## config.mk

```make
export PLATFORM = sky130hd
export DESIGN_NAME = cbva_queue
export DESIGN_NICKNAME = d
export VERILOG_FILES = /design/src/cbva_pkg.sv /design/src/cbva_queue.sv
export SDC_FILE = /design/constraint.sdc
export NUM_CORES = 1
export LEC_CHECK = 0
export BUFFER_PORTS_ARGS = -buffer_cell sky130_fd_sc_hd__clkbuf_2
export CAP_MARGIN = 40
export CORE_AREA = 5 5 84 86
export DETAILED_ROUTE_END_ITERATION = 8
export DIE_AREA = 0 0 89 91
export GPL_TIMING_DRIVEN = 1
export HOLD_SLACK_MARGIN = 0.15
export PLACE_DENSITY = 0.77
export SLEW_MARGIN = 5
export SYNTH_ARGS = -nofsm -noshare
export SYNTH_HDL_FRONTEND = slang
export SYNTH_SLANG_ARGS = --single-unit
```

## constraint.sdc

```tcl
create_clock -name clk -period 2.85 [get_ports clk]
set_clock_uncertainty 0.2 [all_clocks]
set_input_delay 0.1425 -clock clk [delete_from_list [all_inputs] [get_ports clk]]
set_output_delay 0.1425 -clock clk [all_outputs]
set_load 0.01 [all_outputs]
```

## src/cbva_pkg.sv

```systemverilog
// ----------------------------------------------------------------------------
// cbva_pkg: shared types and constants of the conv2d layer
// Codes, job and store-write records, and the activation table builder.
// ----------------------------------------------------------------------------
package cbva_pkg;

	localparam int KSIZE_DEF        = 3;
	localparam int MAX_CHANNELS_DEF = 4;
	localparam int MAX_FILTERS_DEF  = 8;
	localparam int MAX_WIDTH_DEF    = 256;

	localparam int CFG_IDX_W  = 3;
	localparam int CFG_DATA_W = 9;

	// widest fields over the parameter ranges
	localparam int JOB_COL_W  = 12;
	localparam int JOB_SLOT_W = 3;
	localparam int JOB_NCH_W  = 5;
	localparam int JOB_NF_W   = 4;
	localparam int SADDR_W    = 19;
	localparam int BSEL_W     = 6;

	localparam logic [31:0] EXP_STEP = 32'd4228380000;

	typedef enum logic [2:0] {
		REG_IMAGE_WIDTH  = 3'd0,
		REG_IMAGE_HEIGHT = 3'd1,
		REG_CHANNELS     = 3'd2,
		REG_FILTERS      = 3'd3,
		REG_ACTIVATION   = 3'd4
	} cfg_reg_t;

	typedef enum logic [1:0] {
		REQ_WEIGHT = 2'd0,
		REQ_BIAS   = 2'd1,
		REQ_SAMPLE = 2'd2
	} req_t;

	typedef enum logic [1:0] {
		ACT_RELU    = 2'd0,
		ACT_SIGMOID = 2'd1,
		ACT_TANH    = 2'd2
	} act_t;

	typedef enum logic [2:0] {
		ST_IDLE,
		ST_MAC,
		ST_DRAIN,
		ST_ROUND,
		ST_ACT,
		ST_OUT
	} back_state_t;

	typedef struct packed {
		logic [8:0] image_width;
		logic [8:0] image_height;
		logic [2:0] channels_in_use;
		logic [3:0] filters_in_use;
		logic [1:0] activation_mode;
	} cfg_t;

	typedef struct packed {
		logic [7:0]            row;
		logic [JOB_COL_W-1:0]  col;
		logic [JOB_SLOT_W-1:0] slot;
		logic [JOB_NCH_W-1:0]  nch;
		logic [JOB_NF_W-1:0]   nf;
		logic [1:0]            mode;
	} job_t;

	typedef struct packed {
		logic                sample_en;
		logic                weight_en;
		logic                bias_en;
		logic [SADDR_W-1:0]  addr;
		logic [BSEL_W-1:0]   bsel;
		logic signed [15:0]  data;
	} store_wr_t;

	typedef logic [2047:0][15:0] act_rom_t;

	// shift-subtract quotient, at most 13 bits
	function automatic logic [63:0] div_q13(logic [63:0] num, logic [63:0] den);
		logic [63:0] rem;
		logic [63:0] q;
		rem = num;
		q = '0;
		for (int b = 12; b >= 0; b--) begin
			if (rem >= (den << b)) begin
				rem = rem - (den << b);
				q = q | (64'd1 << b);
			end
		end
		return q;
	endfunction

	// sigmoid in the lower half, tanh in the upper half
	function automatic act_rom_t build_act_rom();
		act_rom_t     rom;
		logic [63:0]  e_tab [0:1024];
		logic [63:0]  e;
		logic [63:0]  den;
		logic [63:0]  q;
		int           k;
		int           a;
		e_tab[0] = 64'h1_0000_0000;
		for (int i = 1; i <= 1024; i++) begin
			e_tab[i] = 64'(((128'(e_tab[i-1]) * 128'(EXP_STEP)) + (128'(1) << 31)) >> 32);
		end
		for (int i = 0; i < 1024; i++) begin
			k = i - 512;
			a = (k < 0) ? -k : k;
			e = e_tab[a];
			den = (64'd1 << 32) + e;
			q = div_q13(e * 64'd4096 + (den >> 1), den);
			rom[i] = (k <= 0) ? 16'(q) : 16'(64'd4096 - q);
			e = e_tab[2 * a];
			den = (64'd1 << 32) + e;
			q = div_q13(((64'd1 << 32) - e) * 64'd4096 + (den >> 1), den);
			rom[1024 + i] = (k < 0) ? 16'(-q) : 16'(q);
		end
		return rom;
	endfunction

endpackage

```

## src/cbva_queue.sv

```systemverilog
// ----------------------------------------------------------------------------
// cbva_queue: two-entry job queue
// Holds window jobs between the front and the back.
// ----------------------------------------------------------------------------
module cbva_queue import cbva_pkg::*; (
	input  logic clk,
	input  logic arst_n,
	input  logic push,
	input  job_t din,
	input  logic pop,
	output job_t dout,
	output logic empty,
	output logic full
);

	job_t       mem_q [2];
	logic       wp_q;
	logic       rp_q;
	logic [1:0] cnt_q;

	assign empty = (cnt_q == 2'd0);
	assign full  = (cnt_q == 2'd2);
	assign dout  = mem_q[rp_q];

	always_ff @(posedge clk) begin
		if (push && !full) begin
			mem_q[wp_q] <= din;
		end
	end

	always_ff @(posedge clk or negedge arst_n) begin
		if (!arst_n) begin
			wp_q  <= 1'b0;
			rp_q  <= 1'b0;
			cnt_q <= 2'd0;
		end else begin
			if (push && !full) begin
				wp_q <= ~wp_q;
			end
			if (pop && !empty) begin
				rp_q <= ~rp_q;
			end
			case ({push && !full, pop && !empty})
				2'b10:   cnt_q <= cnt_q + 2'd1;
				2'b01:   cnt_q <= cnt_q - 2'd1;
				default: cnt_q <= cnt_q;
			endcase
		end
	end

endmodule

```

### Word-level counts from Yosys, hierarchy flattened

Memory sizes are Yosys's and may differ from the RTL's.
Cells that the tools add are included.

| storage, ports and cells | value |
|---|---|
| memories kept | 1 |
| input port bits | 38 |
| logic and storage cells | 20 |
| memory bits (writable) | 68 |
| output and inout bits | 36 |
| register bits | 4 |

| operators by class | value |
|---|---|
| mux-type cells | 3 |
| equal/unequal tests | 3 |
| add/sub/neg operators | 2 |
| bitwise logic cells | 2 |
| reduce and logical (&&, ||, !) cells | 6 |

Memories:

| name | depth | width | read ports | clocked after memory_dff | write ports | RTL line | RTL |
|---|---|---|---|---|---|---|---|
| mem_q | 2 | 34 | 1 | 0 | 1 | cbva_queue.sv:16 | `job_t mem_q [2];` |

Operators by type and width:

| operator | count |
|---|---|
| $eq A2 B2 Y1 const B | 2 |
| $pmux W2 S2 | 1 |
| $add A2 B1 Y2 const B | 1 |
| $eq A2 B1 Y1 const B | 1 |
| $logic_and A1 B1 Y1 | 2 |
| $logic_not A1 Y1 | 2 |
| $logic_not A2 Y1 | 1 |
| $mux W1 | 2 |
| $not A1 Y1 | 2 |
| $reduce_bool A2 Y1 | 1 |
| $sub A2 B1 Y2 const B | 1 |

### Longest topological paths before layout

| logic depth | value |
|---|---|
| depth after elaboration | 5 |
| depth in mapped cells | 6 |

### Worst setup path after synthesis

No wires, ideal clock.

| path | value |
|---|---|
| path kind | register -> register |
| from | register cnt_q[0] |
| to | memory mem_q[0][0] (netlist name) (enable) |
| setup time | 0.425 ns |
| cell stages (with the launch flop) | 4 |
| data required time | 2.225 ns |
| data arrival time | 2.074 ns |
| period minus slack after synthesis | 2.699 ns |
| path slack | 0.151 ns |
| path buffers | 0 |
| cell sequence | dfrtp_1 > nand2b_1 > nand2_1 > nor2_1 |

| on the way | value |
|---|---|
| word-level cells in the longest chain between the ends | 5 |

RTL lines:

| item | RTL line | RTL |
|---|---|---|
| start, declared | cbva_queue.sv:19 | `logic [1:0] cnt_q;` |
| start signal, assigned | cbva_queue.sv:44 | `2'b10: cnt_q <= cnt_q + 2'd1;` |
| start signal, assigned | cbva_queue.sv:45 | `2'b01: cnt_q <= cnt_q - 2'd1;` |
| start signal, assigned | cbva_queue.sv:46 | `default: cnt_q <= cnt_q;` |
| $eq A2 B2 Y1 | cbva_queue.sv:22 | `assign full = (cnt_q == 2'd2);` |
| $logic_not A1 Y1 | cbva_queue.sv:26 | `if (push && !full) begin` |
| $logic_and A1 B1 Y1 | cbva_queue.sv:26 |  |
| $mux W1 | cbva_queue.sv:26 |  |
| $mux W1 (not written as such) | cbva_queue.sv:27 | `mem_q[wp_q] <= din;` |
| end, declared | cbva_queue.sv:16 |  |

No other way between the ends.

==> results.yml <==
outcome:
  status: "complete, no violations"
critical_path:
  endpoint: "dout[25]"
  crit_required_ps: 2510
  end_kind: "primary output"
  worstReg2RegEnd: "mem_q[1][10]$_DFFE_PP_"
  start_kind: "flop"
  rrSetupSlack_ps: 990
  critPathKind: "reg -> out"
  crit_arrival_ps: 1780
  startpoint: "rp_q$_DFFE_PN0P_"
  reg2reg_from: "cnt_q[0]$_DFFE_PN0P_"
  r2r_cells: 2
  crit_fanout: 18
clock_tree:
  worstSkewPairLatency_ps: 330
  root_buffer: "clkbuf_8"
  path_clk_slew_ps: 70
  cts_buffers: 9
  cts_resized: 0
  clockBufferDepth: 2
  cts.sinks: 72
  cts_tree: "yes"
  h-tree-depth: 3
place:
  hpwlAfterDp_um: 3070
  gp_congestion: 0.787
  io_buffers: 73
  place_inst: 272
  dpl_worst_slack_ps: 959
synthesis:
  synth_compound_area_share_pct: 0
  synthMuxAreaShare_pct: 17.6
  postSynthCellCount: 124
  yosys.area_share.simple_pct: 1.30
  synth_xor_area_share_pct: 1.56
  synth.avg_cell_area_um2: 22.6
  synth_nets: 163
  ys_types: 15
  yosysWarningCount: 0
  yosysSeqAreaShare_pct: 76.5
  synth_adder_area_share_pct: 0.447
  syn_area_um2: 2800
  synth_top_family_by_area: "multiplexers"
  ys_ff_latch: 72
grt:
  met3_usage_pct: 2.71
  grt_pass1_vias: 1493
  overflow: 0
  grt_util_met2_pct: 19.9
  gr-usage-met1_pct: 14.7
  grt_max_degree: 35
  grt_usage_pct: 12.4
  antenna_found_initial: 0
  grt_pass1_wl_um: 7270
  busiest_layer: "met2"
finish:
  finalNetCount: 283
  syn_to_final_growth_pct: 36.4
  nFillCells: 458
  mostFrequentLayoutCells: "clkbuf_2 (73), edfxtp_1 (68), dlygate4sd3_1 (38)"
  diodes: 0
  final-seq-area_um2: 2140
  mostFrequentLayoutCell: "clkbuf_2"
  fin_cells: 326
  multiInputGateArea_um2: 593
  drive_gt1_share_pct: 51.4
route:
  num_vias: 1454
  drc: 0
  drt-pass1-iter-count: 4
  wl_um: 4770
  ant_nets: 0
  first_iter_violations: 55
  vias_per_cell: 4.46
  routedWlPerCell_um: 14.6
pwr:
  power_mw: 3.59
  peakVddDrop_uv: 785
  p_leak_nw: 1.57
  p_per_area_nw_per_um2: 940
timing:
  period_needed_ps: 2120
  fin_crit_sh_pct: 74.5
  slew_headroom_pct: 48.8
  report.final.setup_viol: 0
  slew_violations: 0
  setup_tns_ps: 0
  rsz0062_at_grt: "no"
  whs_ps: 298
  worstMarginPinSlew_ps: 769
  hold_viol_final: 0
  setup_slack_ps: 727
  fmax_mhz: 471
floorplanning:
  io_pins: 74
  core_um2: 6200
  die_h_um: 91
  die_area_um2: 8100
  initial_core_util_pct: 45.2
  die_w_um: 89
  placementRows: 29
worst_hold_path:
  holdCritPathClass: "reg -> reg"
run:
  maxCapViolCount: 0
==> final cells by class <==
cell class / count / share of cell area (%)
inverters: 1 / 0.0982
repair buffers: 113 / 20.2
flip-flops and latches: 72 / 56.1
well taps: 77 / 2.52
clock inverters: 6 / 2.19
clock buffers: 10 / 3.34
multi-input cells: 47 / 15.5
==> Yosys cell counts (all sizes together) <==
cell | number | area [um2]
edfxtp | 68 | 2040
buf | 4 | 71.3
nand2 | 1 | 3.75
mux2 | 34 | 492
nand2b | 1 | 6.26
inv | 1 | 3.75
xor2 | 2 | 17.5
nor2 | 3 | 11.3
xnor2 | 3 | 26.3
ha | 1 | 12.5
and3 | 1 | 6.26
nor2b | 1 | 8.76
dfrtp | 4 | 100
==> stage by stage <==
step | area (um2) | utilization [%]
after floorplan | 2800 | -
after global placement | 3230 | 52.0
after detailed placement | 3230 | 52.0
after CTS | 3820 | 61.6
after global routing | 3820 | 61.6
final | 3820 | 61.6
==> kinds of logic (layout without fill, tap and decap cells) <==
kind of cell | after synthesis | count (layout)
adders and majority gates | 1 | 1
xor gates and xnor gates | 5 | 5
DFF | 72 | 72
muxes | 34 | 34
buffers and inverters | 5 | 130
and+or+nand+nor | 7 | 7
==> routing by layer <==
layer,routed length [um],vias up
li1,-,717
met1,1900,672
met2,2380,54
met3,357,11
met4,124,0
met5,0,-
==> state kept, by name, summed over array words and instances, names as in the netlist <==
register / count
cnt_q: 2
mem_q: 68
rp_q: 1
wp_q: 1
==> what timing repair did <==
action                                 4_1_cts  5_1_grt
endpoints found under the hold margin       75        0
setup buffers                                0        0
hold buffers                                38        0
==> power breakdown <==
part | switching (mW) | internal [mW] | leakage (nW)
Clock | 0.349 | 0.490 | 0.110
Combinational | 0.528 | 0.627 | 0.787
Sequential | 0.142 | 1.45 | 0.677
Total | 1.02 | 2.57 | 1.57
==> critical path: stages, from the launching register on <==
cell,delay [ps]
dfrtp_2,730
buf_12,260
mux2_4,320
clkbuf_2,130
==> how the worst min path moves through the flow <==
stage                               from                     end  slack (ps)  cells past startpoint
floorplan                         arst_n    cnt_q[0]$_DFFE_PN0P_        -350                      0
global placement                  arst_n    cnt_q[0]$_DFFE_PN0P_        -240                      1
detailed placement                arst_n    cnt_q[1]$_DFFE_PN0P_        -240                      1
CTS                 cnt_q[1]$_DFFE_PN0P_    cnt_q[1]$_DFFE_PN0P_         300                      1
global route                     din[14]  mem_q[1][14]$_DFFE_PP_         320                      2
finish              cnt_q[1]$_DFFE_PN0P_    cnt_q[1]$_DFFE_PN0P_         300                      1
(Power assumes the default switching activity.)
