## config.mk

```make
export PLATFORM = sky130hd
export DESIGN_NAME = cbva_front_flat
export DESIGN_NICKNAME = d
export VERILOG_FILES = /design/src/cbva_pkg.sv /design/src/cbva_req_if.sv /design/src/cbva_front.sv /design/src/flat_wrapper.sv
export SDC_FILE = /design/constraint.sdc
export NUM_CORES = 1
export LEC_CHECK = 0
export BUFFER_PORTS_ARGS = -buffer_cell sky130_fd_sc_hd__buf_2
export CAP_MARGIN = 20
export CORE_MARGIN = 4
export CORE_UTILIZATION = 53
export DETAILED_ROUTE_END_ITERATION = 8
export HOLD_SLACK_MARGIN = 0.1
export PLACE_DENSITY = 0.88
export SYNTH_ARGS = -nofsm -noshare
export SYNTH_HDL_FRONTEND = slang
export SYNTH_SLANG_ARGS = --single-unit
```

## constraint.sdc

```tcl
create_clock -name clk -period 5.7 [get_ports clk]
set_clock_uncertainty 0.05 [all_clocks]
set_input_delay 0.285 -clock clk [delete_from_list [all_inputs] [get_ports clk]]
set_output_delay 0.285 -clock clk [all_outputs]
set_load 0.05 [all_outputs]
```

## src/cbva_pkg.sv

```systemverilog
// ----------------------------------------------------------------------------
// cbva_pkg: shared types and constants of the conv2d layer
// Codes, job and store-write records, and the activation table builder.
// ----------------------------------------------------------------------------
package cbva_pkg;

	localparam int KSIZE_DEF        = 3;
	localparam int MAX_CHANNELS_DEF = 4;
	localparam int MAX_FILTERS_DEF  = 8;
	localparam int MAX_WIDTH_DEF    = 256;

	localparam int CFG_IDX_W  = 3;
	localparam int CFG_DATA_W = 9;

	// widest fields over the parameter ranges
	localparam int JOB_COL_W  = 12;
	localparam int JOB_SLOT_W = 3;
	localparam int JOB_NCH_W  = 5;
	localparam int JOB_NF_W   = 4;
	localparam int SADDR_W    = 19;
	localparam int BSEL_W     = 6;

	localparam logic [31:0] EXP_STEP = 32'd4228380000;

	typedef enum logic [2:0] {
		REG_IMAGE_WIDTH  = 3'd0,
		REG_IMAGE_HEIGHT = 3'd1,
		REG_CHANNELS     = 3'd2,
		REG_FILTERS      = 3'd3,
		REG_ACTIVATION   = 3'd4
	} cfg_reg_t;

	typedef enum logic [1:0] {
		REQ_WEIGHT = 2'd0,
		REQ_BIAS   = 2'd1,
		REQ_SAMPLE = 2'd2
	} req_t;

	typedef enum logic [1:0] {
		ACT_RELU    = 2'd0,
		ACT_SIGMOID = 2'd1,
		ACT_TANH    = 2'd2
	} act_t;

	typedef enum logic [2:0] {
		ST_IDLE,
		ST_MAC,
		ST_DRAIN,
		ST_ROUND,
		ST_ACT,
		ST_OUT
	} back_state_t;

	typedef struct packed {
		logic [8:0] image_width;
		logic [8:0] image_height;
		logic [2:0] channels_in_use;
		logic [3:0] filters_in_use;
		logic [1:0] activation_mode;
	} cfg_t;

	typedef struct packed {
		logic [7:0]            row;
		logic [JOB_COL_W-1:0]  col;
		logic [JOB_SLOT_W-1:0] slot;
		logic [JOB_NCH_W-1:0]  nch;
		logic [JOB_NF_W-1:0]   nf;
		logic [1:0]            mode;
	} job_t;

	typedef struct packed {
		logic                sample_en;
		logic                weight_en;
		logic                bias_en;
		logic [SADDR_W-1:0]  addr;
		logic [BSEL_W-1:0]   bsel;
		logic signed [15:0]  data;
	} store_wr_t;

	typedef logic [2047:0][15:0] act_rom_t;

	// shift-subtract quotient, at most 13 bits
	function automatic logic [63:0] div_q13(logic [63:0] num, logic [63:0] den);
		logic [63:0] rem;
		logic [63:0] q;
		rem = num;
		q = '0;
		for (int b = 12; b >= 0; b--) begin
			if (rem >= (den << b)) begin
				rem = rem - (den << b);
				q = q | (64'd1 << b);
			end
		end
		return q;
	endfunction

	// sigmoid in the lower half, tanh in the upper half
	function automatic act_rom_t build_act_rom();
		act_rom_t     rom;
		logic [63:0]  e_tab [0:1024];
		logic [63:0]  e;
		logic [63:0]  den;
		logic [63:0]  q;
		int           k;
		int           a;
		e_tab[0] = 64'h1_0000_0000;
		for (int i = 1; i <= 1024; i++) begin
			e_tab[i] = 64'(((128'(e_tab[i-1]) * 128'(EXP_STEP)) + (128'(1) << 31)) >> 32);
		end
		for (int i = 0; i < 1024; i++) begin
			k = i - 512;
			a = (k < 0) ? -k : k;
			e = e_tab[a];
			den = (64'd1 << 32) + e;
			q = div_q13(e * 64'd4096 + (den >> 1), den);
			rom[i] = (k <= 0) ? 16'(q) : 16'(64'd4096 - q);
			e = e_tab[2 * a];
			den = (64'd1 << 32) + e;
			q = div_q13(((64'd1 << 32) - e) * 64'd4096 + (den >> 1), den);
			rom[1024 + i] = (k < 0) ? 16'(-q) : 16'(q);
		end
		return rom;
	endfunction

endpackage

```

## src/cbva_req_if.sv

```systemverilog
// ----------------------------------------------------------------------------
// cbva_req_if: input item channel
// Valid/ready channel carrying loads and image samples.
// ----------------------------------------------------------------------------
interface cbva_req_if;
	logic               valid;
	logic               ready;
	logic [1:0]         req_type;
	logic [2:0]         filter_sel;
	logic [1:0]         channel_sel;
	logic [1:0]         tap_row;
	logic [1:0]         tap_col;
	logic signed [15:0] data_value;

	modport source(output valid, req_type, filter_sel, channel_sel, tap_row, tap_col,
		data_value, input ready);
	modport sink(input valid, req_type, filter_sel, channel_sel, tap_row, tap_col,
		data_value, output ready);
endinterface

```

## src/cbva_front.sv

```systemverilog
// ----------------------------------------------------------------------------
// cbva_front: item intake
// Decodes items, writes the stores, tracks position, queues window jobs.
// ----------------------------------------------------------------------------
module cbva_front import cbva_pkg::*; #(
	parameter int KSIZE        = KSIZE_DEF,
	parameter int MAX_CHANNELS = MAX_CHANNELS_DEF,
	parameter int MAX_FILTERS  = MAX_FILTERS_DEF,
	parameter int MAX_WIDTH    = MAX_WIDTH_DEF
) (
	input  logic           clk,
	input  logic           arst_n,
	cbva_req_if.sink       in_ch,
	input  cfg_t           cfg,
	input  logic           back_idle,
	input  logic           q_empty,
	output logic           q_push,
	output job_t           job,
	output store_wr_t      wr
);

	localparam int CW  = $clog2(MAX_WIDTH);
	localparam int CW1 = CW + 1;
	localparam int CCW = (MAX_CHANNELS > 1) ? $clog2(MAX_CHANNELS) : 1;
	localparam int SW  = (KSIZE > 1) ? $clog2(KSIZE) : 1;

	logic [7:0]           row_q;
	logic [CW-1:0]        col_q;
	logic [CCW-1:0]       chan_q;
	logic [SW-1:0]        slot_q;
	logic [CW1-1:0]       width_c;
	logic [8:0]           height_c;
	logic [JOB_NCH_W-1:0] nch_c;
	logic [JOB_NF_W-1:0]  nf_c;
	logic                 accept;
	logic                 is_sample;
	logic                 chan_last;
	logic                 window;
	logic                 weight_ok;
	logic [SADDR_W-1:0]   saddr;
	logic [SADDR_W-1:0]   waddr;

	// clamped configuration
	always_comb begin
		if (32'(cfg.image_width) < KSIZE) begin
			width_c = CW1'(KSIZE);
		end else if (32'(cfg.image_width) > MAX_WIDTH) begin
			width_c = CW1'(MAX_WIDTH);
		end else begin
			width_c = CW1'(cfg.image_width);
		end
		if (32'(cfg.image_height) < KSIZE) begin
			height_c = 9'(KSIZE);
		end else if (cfg.image_height > 9'd256) begin
			height_c = 9'd256;
		end else begin
			height_c = cfg.image_height;
		end
		if (cfg.channels_in_use == 3'd0) begin
			nch_c = JOB_NCH_W'(1);
		end else if (32'(cfg.channels_in_use) > MAX_CHANNELS) begin
			nch_c = JOB_NCH_W'(MAX_CHANNELS);
		end else begin
			nch_c = JOB_NCH_W'(cfg.channels_in_use);
		end
		if (cfg.filters_in_use == 4'd0) begin
			nf_c = JOB_NF_W'(1);
		end else if (32'(cfg.filters_in_use) > MAX_FILTERS) begin
			nf_c = (MAX_FILTERS > 8) ? JOB_NF_W'(8) : JOB_NF_W'(MAX_FILTERS);
		end else if (cfg.filters_in_use > 4'd8) begin
			nf_c = JOB_NF_W'(8);
		end else begin
			nf_c = cfg.filters_in_use;
		end
	end

	// stores are only touched while no window work is pending
	assign in_ch.ready = back_idle && q_empty;
	assign accept      = in_ch.valid && in_ch.ready;
	assign is_sample   = (in_ch.req_type == REQ_SAMPLE);
	assign chan_last   = (32'(chan_q) + 1 >= 32'(nch_c));
	assign window      = (32'(row_q) + 1 >= KSIZE) && (32'(col_q) + 1 >= KSIZE);
	assign weight_ok   = (32'(in_ch.filter_sel) < MAX_FILTERS)
		&& (32'(in_ch.channel_sel) < MAX_CHANNELS)
		&& (32'(in_ch.tap_row) < KSIZE) && (32'(in_ch.tap_col) < KSIZE);

	assign saddr = SADDR_W'((32'(slot_q) * MAX_WIDTH + 32'(col_q)) * MAX_CHANNELS
		+ 32'(chan_q));
	assign waddr = SADDR_W'(((32'(in_ch.filter_sel) * MAX_CHANNELS + 32'(in_ch.channel_sel))
		* KSIZE + 32'(in_ch.tap_row)) * KSIZE + 32'(in_ch.tap_col));

	always_comb begin
		wr.sample_en = accept && is_sample;
		wr.weight_en = accept && (in_ch.req_type == REQ_WEIGHT) && weight_ok;
		wr.bias_en   = accept && (in_ch.req_type == REQ_BIAS)
			&& (32'(in_ch.filter_sel) < MAX_FILTERS);
		wr.addr      = is_sample ? saddr : waddr;
		wr.bsel      = BSEL_W'(in_ch.filter_sel);
		wr.data      = in_ch.data_value;
	end

	assign q_push   = accept && is_sample && chan_last && window;
	assign job.row  = 8'(32'(row_q) + 1 - KSIZE);
	assign job.col  = JOB_COL_W'(32'(col_q) + 1 - KSIZE);
	assign job.slot = JOB_SLOT_W'(slot_q);
	assign job.nch  = nch_c;
	assign job.nf   = nf_c;
	assign job.mode = cfg.activation_mode;

	always_ff @(posedge clk or negedge arst_n) begin
		if (!arst_n) begin
			row_q  <= '0;
			col_q  <= '0;
			chan_q <= '0;
			slot_q <= '0;
		end else if (accept && is_sample) begin
			if (!chan_last) begin
				chan_q <= chan_q + CCW'(1);
			end else begin
				chan_q <= '0;
				if (32'(col_q) + 1 >= 32'(width_c)) begin
					col_q <= '0;
					if (32'(row_q) + 1 >= 32'(height_c)) begin
						row_q  <= '0;
						slot_q <= '0;
					end else begin
						row_q  <= row_q + 8'd1;
						slot_q <= (32'(slot_q) == KSIZE - 1) ? '0 : slot_q + SW'(1);
					end
				end else begin
					col_q <= col_q + CW'(1);
				end
			end
		end
	end

endmodule

```

## src/flat_wrapper.sv

```systemverilog
// flat-port wrapper written by rule: the top's interface ports become plain ports
module cbva_front_flat import cbva_pkg::*;
#(
	parameter int KSIZE        = KSIZE_DEF,
	parameter int MAX_CHANNELS = MAX_CHANNELS_DEF,
	parameter int MAX_FILTERS  = MAX_FILTERS_DEF,
	parameter int MAX_WIDTH    = MAX_WIDTH_DEF
)
  (clk, arst_n, cfg, back_idle, q_empty, q_push, job, wr, in_ch_valid, in_ch_req_type, in_ch_filter_sel, in_ch_channel_sel, in_ch_tap_row, in_ch_tap_col, in_ch_data_value, in_ch_ready);
  cbva_req_if in_ch_i ();
  input  logic clk;
  input  logic arst_n;
  input  cfg_t cfg;
  input  logic back_idle;
  input  logic q_empty;
  output logic q_push;
  output job_t job;
  output store_wr_t wr;
  input wire logic [$bits(in_ch_i.valid)-1:0] in_ch_valid;
  input wire logic [$bits(in_ch_i.req_type)-1:0] in_ch_req_type;
  input wire logic [$bits(in_ch_i.filter_sel)-1:0] in_ch_filter_sel;
  input wire logic [$bits(in_ch_i.channel_sel)-1:0] in_ch_channel_sel;
  input wire logic [$bits(in_ch_i.tap_row)-1:0] in_ch_tap_row;
  input wire logic [$bits(in_ch_i.tap_col)-1:0] in_ch_tap_col;
  input wire logic [$bits(in_ch_i.data_value)-1:0] in_ch_data_value;
  output wire logic [$bits(in_ch_i.ready)-1:0] in_ch_ready;
  assign in_ch_i.valid = in_ch_valid;
  assign in_ch_i.req_type = in_ch_req_type;
  assign in_ch_i.filter_sel = in_ch_filter_sel;
  assign in_ch_i.channel_sel = in_ch_channel_sel;
  assign in_ch_i.tap_row = in_ch_tap_row;
  assign in_ch_i.tap_col = in_ch_tap_col;
  assign in_ch_i.data_value = in_ch_data_value;
  assign in_ch_ready = in_ch_i.ready;
  cbva_front #(.KSIZE(KSIZE), .MAX_CHANNELS(MAX_CHANNELS), .MAX_FILTERS(MAX_FILTERS), .MAX_WIDTH(MAX_WIDTH)) u_core (.clk(clk), .arst_n(arst_n), .in_ch(in_ch_i), .cfg(cfg), .back_idle(back_idle), .q_empty(q_empty), .q_push(q_push), .job(job), .wr(wr));
endmodule
```

# After elaboration in Yosys (flattened, before gate mapping)
# Index checks and enable logic that the tools add are counted.
# word_totals
regBits,20
out_inout_bits,80
wordCells,67
# classes
addsub,14
n_mul,2
n_lt_le_gt_ge,14
eq_ne,3
mux,15
n_reduce_logical,15
# ops
operator,n
$add 19x2->19,2
$mux 9,4
$add 32x2->32,1
$ge 32x2->1 const B,1
$ge 32x5->1,1
$ge 32x9->1,1
$mul 32x2->19 const B,1
$mul 32x2->32 const B,1
$mux 19,1
$add 8x1->9 const B,2
$gt 9x9->1 const B,2
$lt 9x2->1 const B,2
$add 8x1->8 const B,2
$mux 8,2
$mux 4,3
$sub 12x2->12 const B,1
$add 10x8->11,1
$logic_and 1x1->1,10
$ge 9x2->1 const B,1
$ge 9x9->1,1
$gt 4x4->1 const B,2
$sub 8x2->8 const B,1
$add 5x2->6,1
$mux 2,3
other kinds (13),16

# Depth between registers and ports, before layout
# logic_depth
word_depth,6
ltp_mapped,14

# Worst setup path before layout
# Ideal clock, no wire load.
# synth_path
path_type,input -> output
from,input in_ch_tap_row[1]
to,output wr[29] in the netlist's numbering
arrival_time_ps,4148
t_required_ps,5365
path_slack_ps,1217
cell_stages,13
path_buffers,0
path_cell_list,fa_1 > ha_1 > inv_1 > fa_1 > xnor2_1 > ha_1 > ha_1 > nor2b_1 > o21ai_0 > a21boi_0 > o21a_1 > o21a_1 > o31ai_1
# synth_lines
item,line,text
start: declaration,flat_wrapper.sv:23,input wire logic [$bits(in_ch_i.tap_row)-1:0] in_ch_tap_row;
end: declaration,flat_wrapper.sv:18,output store_wr_t wr;

==> flow_summary.html <==
<table>
<tr><th>Metric</th><th>Value</th></tr>
<tr><th colspan="2">Worst setup path</th></tr>
<tr><td>Number of cell instances on the worst register-to-register path</td><td>11</td></tr>
<tr><td>Startpoint Class</td><td>primary input</td></tr>
<tr><td>Arrival time worst endpoint</td><td>3.79 ns</td></tr>
<tr><td>R2R Path Start</td><td>u_core.col_q[0]</td></tr>
<tr><td>Maximum single-stage delay on the critical path</td><td>about 0.54 ns</td></tr>
<tr><td>WP depth</td><td>15</td></tr>
<tr><td>Most common cell on crit path</td><td>ha_1</td></tr>
<tr><td>Master of the slowest instance on the critical path</td><td>fa_1</td></tr>
<tr><td>Endpoint class of the critical path</td><td>primary output</td></tr>
<tr><td>Ordered list of cells on the worst path</td><td>buf_2 &gt; fa_1 &gt; ha_1 &gt; inv_1 &gt; fa_1 &gt; xnor2_1 &gt; ha_1 &gt; ha_1 &gt; nor2b_1 &gt; o21ai_0 &gt; a21boi_0 &gt; o21a_1 &gt; o21a_1 &gt; o31ai_1 &gt; buf_2</td></tr>
<tr><td>Capture point of the worst reg-to-reg path</td><td>u_core.row_q[2]</td></tr>
<tr><td>Worst setup path category</td><td>in2out</td></tr>
<tr><td>Worst setup startpoint</td><td>in_ch_tap_row[1]</td></tr>
<tr><td>Data required time of the critical path</td><td>5.37 ns</td></tr>
<tr><td>Worst-path fanout max</td><td>3</td></tr>
<tr><td>Buffers plus inverters on the worst setup path</td><td>3</td></tr>
<tr><td>FF-to-FF setup slack</td><td>between 2 and 2.5 ns</td></tr>
<tr><td>Worst setup path endpoint</td><td>wr[29]</td></tr>
<tr><td>CP delay by family, top</td><td>adder cells</td></tr>
<tr><th colspan="2">Timing</th></tr>
<tr><td>Tightest slew margin relative to the limit</td><td>0.471</td></tr>
<tr><td>Slew Limit Fails</td><td>0</td></tr>
<tr><td>Slew of the pin with the lowest slew margin</td><td>~0.79 ns</td></tr>
<tr><td>Final period demand of the worst path</td><td>about 4.1 ns</td></tr>
<tr><td>Unrepaired setup endpoints after global routing</td><td>false</td></tr>
<tr><td>Total negative slack</td><td>0 ns</td></tr>
<tr><td>Final setup violation count</td><td>0</td></tr>
<tr><td>Hold violation total from the final report</td><td>0</td></tr>
<tr><td>Final worst-path cycle share</td><td>0.723</td></tr>
<tr><td>Peak Freq</td><td>~0.24 GHz</td></tr>
<tr><th colspan="2">Cells and area</th></tr>
<tr><td>Area used by multi-input combinational logic</td><td>approximately 2200 sq um</td></tr>
<tr><td>Filler cell count in the final layout</td><td>around 510</td></tr>
<tr><td>Layout area overhead</td><td>8.64%</td></tr>
<tr><td>Diode insertion count for antenna repair</td><td>0</td></tr>
<tr><td>Layout cell share with drive strength beyond 1</td><td>0.228</td></tr>
<tr><td>Nets@finish</td><td>around 570</td></tr>
<tr><td>Cell Count, Final, Fillers Out</td><td>between 500 and 600</td></tr>
<tr><td>FF/Latch Area</td><td>500 sq um</td></tr>
<tr><th colspan="2">Detailed routing</th></tr>
<tr><td>Number of remaining DRC errors</td><td>0</td></tr>
<tr><td>Remaining number of nets flagged by the antenna check after routing</td><td>0</td></tr>
<tr><td>DRC marker count from the first detailed-route iteration</td><td>103</td></tr>
<tr><td>First-pass detailed-route iteration total</td><td>4</td></tr>
<tr><td>Overall routed net length</td><td>6920 microns</td></tr>
<tr><td>Vias per cell</td><td>approximately 5.4</td></tr>
<tr><td>Avg WL per Cell</td><td>between 10 and 15 microns</td></tr>
<tr><td>Vias</td><td>between 2,000 and 3,000</td></tr>
<tr><th colspan="2">GRT</th></tr>
<tr><td>Antenna violations before repair</td><td>0</td></tr>
<tr><td>Most heavily used metal layer in global routing</td><td>met2</td></tr>
<tr><td>Met1 capacity usage during global routing</td><td>0.208</td></tr>
<tr><td>Wire length of the first global-routing pass</td><td>11,100 microns</td></tr>
<tr><td>Maximum number of pins on one net before global-route repair</td><td>21</td></tr>
<tr><td>GRT Total Usage</td><td>0.179</td></tr>
<tr><td>Met2 track utilization from global routing</td><td>0.340</td></tr>
<tr><td>Met3 Use GR</td><td>0.0259</td></tr>
<tr><td>Number of global-route vias before repair</td><td>2,621</td></tr>
<tr><td>Overall overflow remaining after global route</td><td>0</td></tr>
<tr><th colspan="2">Run status</th></tr>
<tr><td>Status</td><td>complete, no violations</td></tr>
<tr><th colspan="2">Placement</th></tr>
<tr><td>Placed cell count</td><td>about 530</td></tr>
<tr><td>HPWL after detailed placement</td><td>a little under 6000 microns</td></tr>
<tr><td>Number of buffer cells added on primary ports</td><td>89</td></tr>
<tr><td>Routability congestion estimate</td><td>roughly 0.83</td></tr>
<tr><th colspan="2">Clock network</th></tr>
<tr><td>H-tree levels</td><td>1</td></tr>
<tr><td>Clock root buffer master</td><td>clkbuf_8</td></tr>
<tr><td>Clock buffers created by TritonCTS</td><td>3</td></tr>
<tr><td>Clk pin slew, worst setup/hold paths</td><td>0.07 ns</td></tr>
<tr><td>Longest Clk Path Bufs</td><td>2</td></tr>
<tr><td>Number of clock sinks</td><td>20</td></tr>
<tr><td>CTS tree</td><td>yes</td></tr>
<tr><td>Latest clock arrival within the worst-skew pair</td><td>0.25 ns</td></tr>
<tr><th colspan="2">Yosys</th></tr>
<tr><td>Synthesized area per cell</td><td>between 7 and 8 sq um</td></tr>
<tr><td>Post-synthesis instance area</td><td>3190 sq um</td></tr>
<tr><td>Seq/Total Area, Yosys</td><td>0.157</td></tr>
<tr><td>Ys flop type</td><td>dfrtp_1</td></tr>
<tr><td>Fraction of registers with async set or reset after synthesis</td><td>1.00</td></tr>
<tr><td>Most instantiated library cell after synthesis</td><td>ha_1</td></tr>
<tr><td>Ys Warns</td><td>0</td></tr>
<tr><td>Number of enable-type register cells in the synthesized netlist</td><td>0</td></tr>
<tr><td>Dominant cells by area after synthesis</td><td>ha_1 19%, dfrtp_1 16%, buf_4 8.7%</td></tr>
<tr><td>Post-synth top cells</td><td>49 x ha_1, 38 x nand2_1, 37 x buf_4, 33 x inv_1</td></tr>
<tr><td>Register bit total from synthesis</td><td>20</td></tr>
<tr><td>Unique masters post-synth</td><td>57</td></tr>
<tr><td>Synth top area share</td><td>0.192</td></tr>
<tr><td>Number of cells produced by synthesis</td><td>400</td></tr>
<tr><td>Post-synthesis cell type with the largest combined area</td><td>ha_1</td></tr>
<tr><th colspan="2">Floorplan</th></tr>
<tr><td>Core area</td><td>between 5000 and 6000 sq um</td></tr>
<tr><td>Total Die Area</td><td>about 7300 sq um</td></tr>
<tr><td>Die height</td><td>85.5 microns</td></tr>
<tr><td>IO Pins</td><td>139</td></tr>
<tr><td>Effective utilization at floorplan</td><td>0.561</td></tr>
<tr><td>Chip width</td><td>~86 microns</td></tr>
<tr><td>Cell Rows</td><td>27</td></tr>
<tr><th colspan="2">Job</th></tr>
<tr><td>Max-cap violations</td><td>0</td></tr>
<tr><th colspan="2">Power</th></tr>
<tr><td>Cell Pwr Density</td><td>342 nW/um^2</td></tr>
<tr><td>Maximum resistive drop on vdd</td><td>approximately 0.00036 V</td></tr>
<tr><td>Leakage Power</td><td>~1.9 nW</td></tr>
<tr><th colspan="2">Worst hold path</th></tr>
<tr><td>Startpoint of the lowest-slack hold path</td><td>in_ch_valid</td></tr>
<tr><td>Worst hold path type</td><td>in2reg</td></tr>
</table>
[flip-flops by register name (all words and copies together) (netlist names)]
signal         flops
u_core.chan_q      2
u_core.col_q       8
u_core.row_q       8
u_core.slot_q      2
[routing by layer]
layer	wire (microns)	vias to the layer above
met5	0	-
met4	110	0
met3	360	14
met2	3620	74
met1	2820	1347
li1	-	1446
[power breakdown]
| part | switching, mW | total, mW | internal, mW |
|---|---|---|---|
| Sequential | 0.0279 | 0.184 | 0.156 |
| Combinational | 0.648 | 0.911 | 0.262 |
| Clock | 0.0437 | 0.0906 | 0.0470 |
| Total | 0.720 | 1.18 | 0.465 |
[cell type report]
cell class | count | area share
Inverter | 35 | 0.0380
Clock buffer | 3 | 0.0119
Sequential cell | 20 | 0.145
Timing Repair Buffer | 90 | 0.132
Tap cell | 72 | 0.0260
Multi-Input combinational cell | 309 | 0.648
[logic make-up (layout without fill, tap and decap cells)]
family,after synthesis,after routing,share of synthesized area
compound gates,74,74,0.160
mux,3,3,0.0114
fa+ha+maj,53,53,0.218
buf+inv,83,128,0.153
xor+xnor,31,31,0.0852
other cells,1,13,0.00118
simple gates,135,135,0.214
flops,20,20,0.157
[placed cells by master, fill, tap and decap left out, types with 3 or more instances in the layout]
master	count
a211oi_1	3
a21o_1	6
a21oi_1	9
and2_1	6
buf_2	89
clkbuf_8	3
conb_1	13
dfrtp_1	20
fa_1	4
ha_1	49
inv_1	33
nand2_1	38
nand2b_1	8
nand3_1	12
nand4_1	4
nor2_1	25
nor2b_1	9
nor3_1	14
nor4_1	4
o21a_1	3
o21ai_0	25
o31ai_1	8
xnor2_1	16
xor2_1	15
[tightest hold or removal path: stages]
cell,delay [ns]
buf_2,0.10
nand3_1,0.12
nand2_1,0.06
o21ai_0,0.06
[repair_timing]
| item | 4_1_cts | 5_1_grt |
|---|---|---|
| gates resized for setup | 0 | 0 |
| buffers inserted | 0 | 0 |
| endpoints found under the hold margin | 20 | 0 |
| hold buffers | 1 | 0 |
[how the worst min path moves through the flow]
stage | end | slack [ns] | depth (start not counted)
after floorplan | u_core.chan_q[0] | -0.06 | 0
after CTS | u_core.chan_q[1] | 0.37 | 4
final | u_core.chan_q[1] | 0.37 | 4
after global placement | u_core.col_q[5] | 0.21 | 1
after detailed placement | u_core.col_q[5] | 0.21 | 1
after global routing | u_core.chan_q[1] | 0.37 | 4
[metrics by stage]
| stage | util | hold WS [ns] | cell area, sq um | setup WS [ns] | total power [mW] |
|---|---|---|---|---|---|
| after floorplan | - | -0.0606 | 3230 | 1.22 | 0.969 |
| after global placement | 0.601 | 0.210 | 3410 | 1.70 | 1.08 |
| after detailed placement | 0.601 | 0.213 | 3410 | 1.60 | 1.10 |
| after CTS | 0.610 | 0.369 | 3460 | 1.58 | 1.19 |
| after global routing | 0.610 | 0.373 | 3460 | 1.32 | 1.27 |
| final | 0.610 | 0.370 | 3460 | 1.58 | 1.18 |
(Power assumes the default switching activity.)
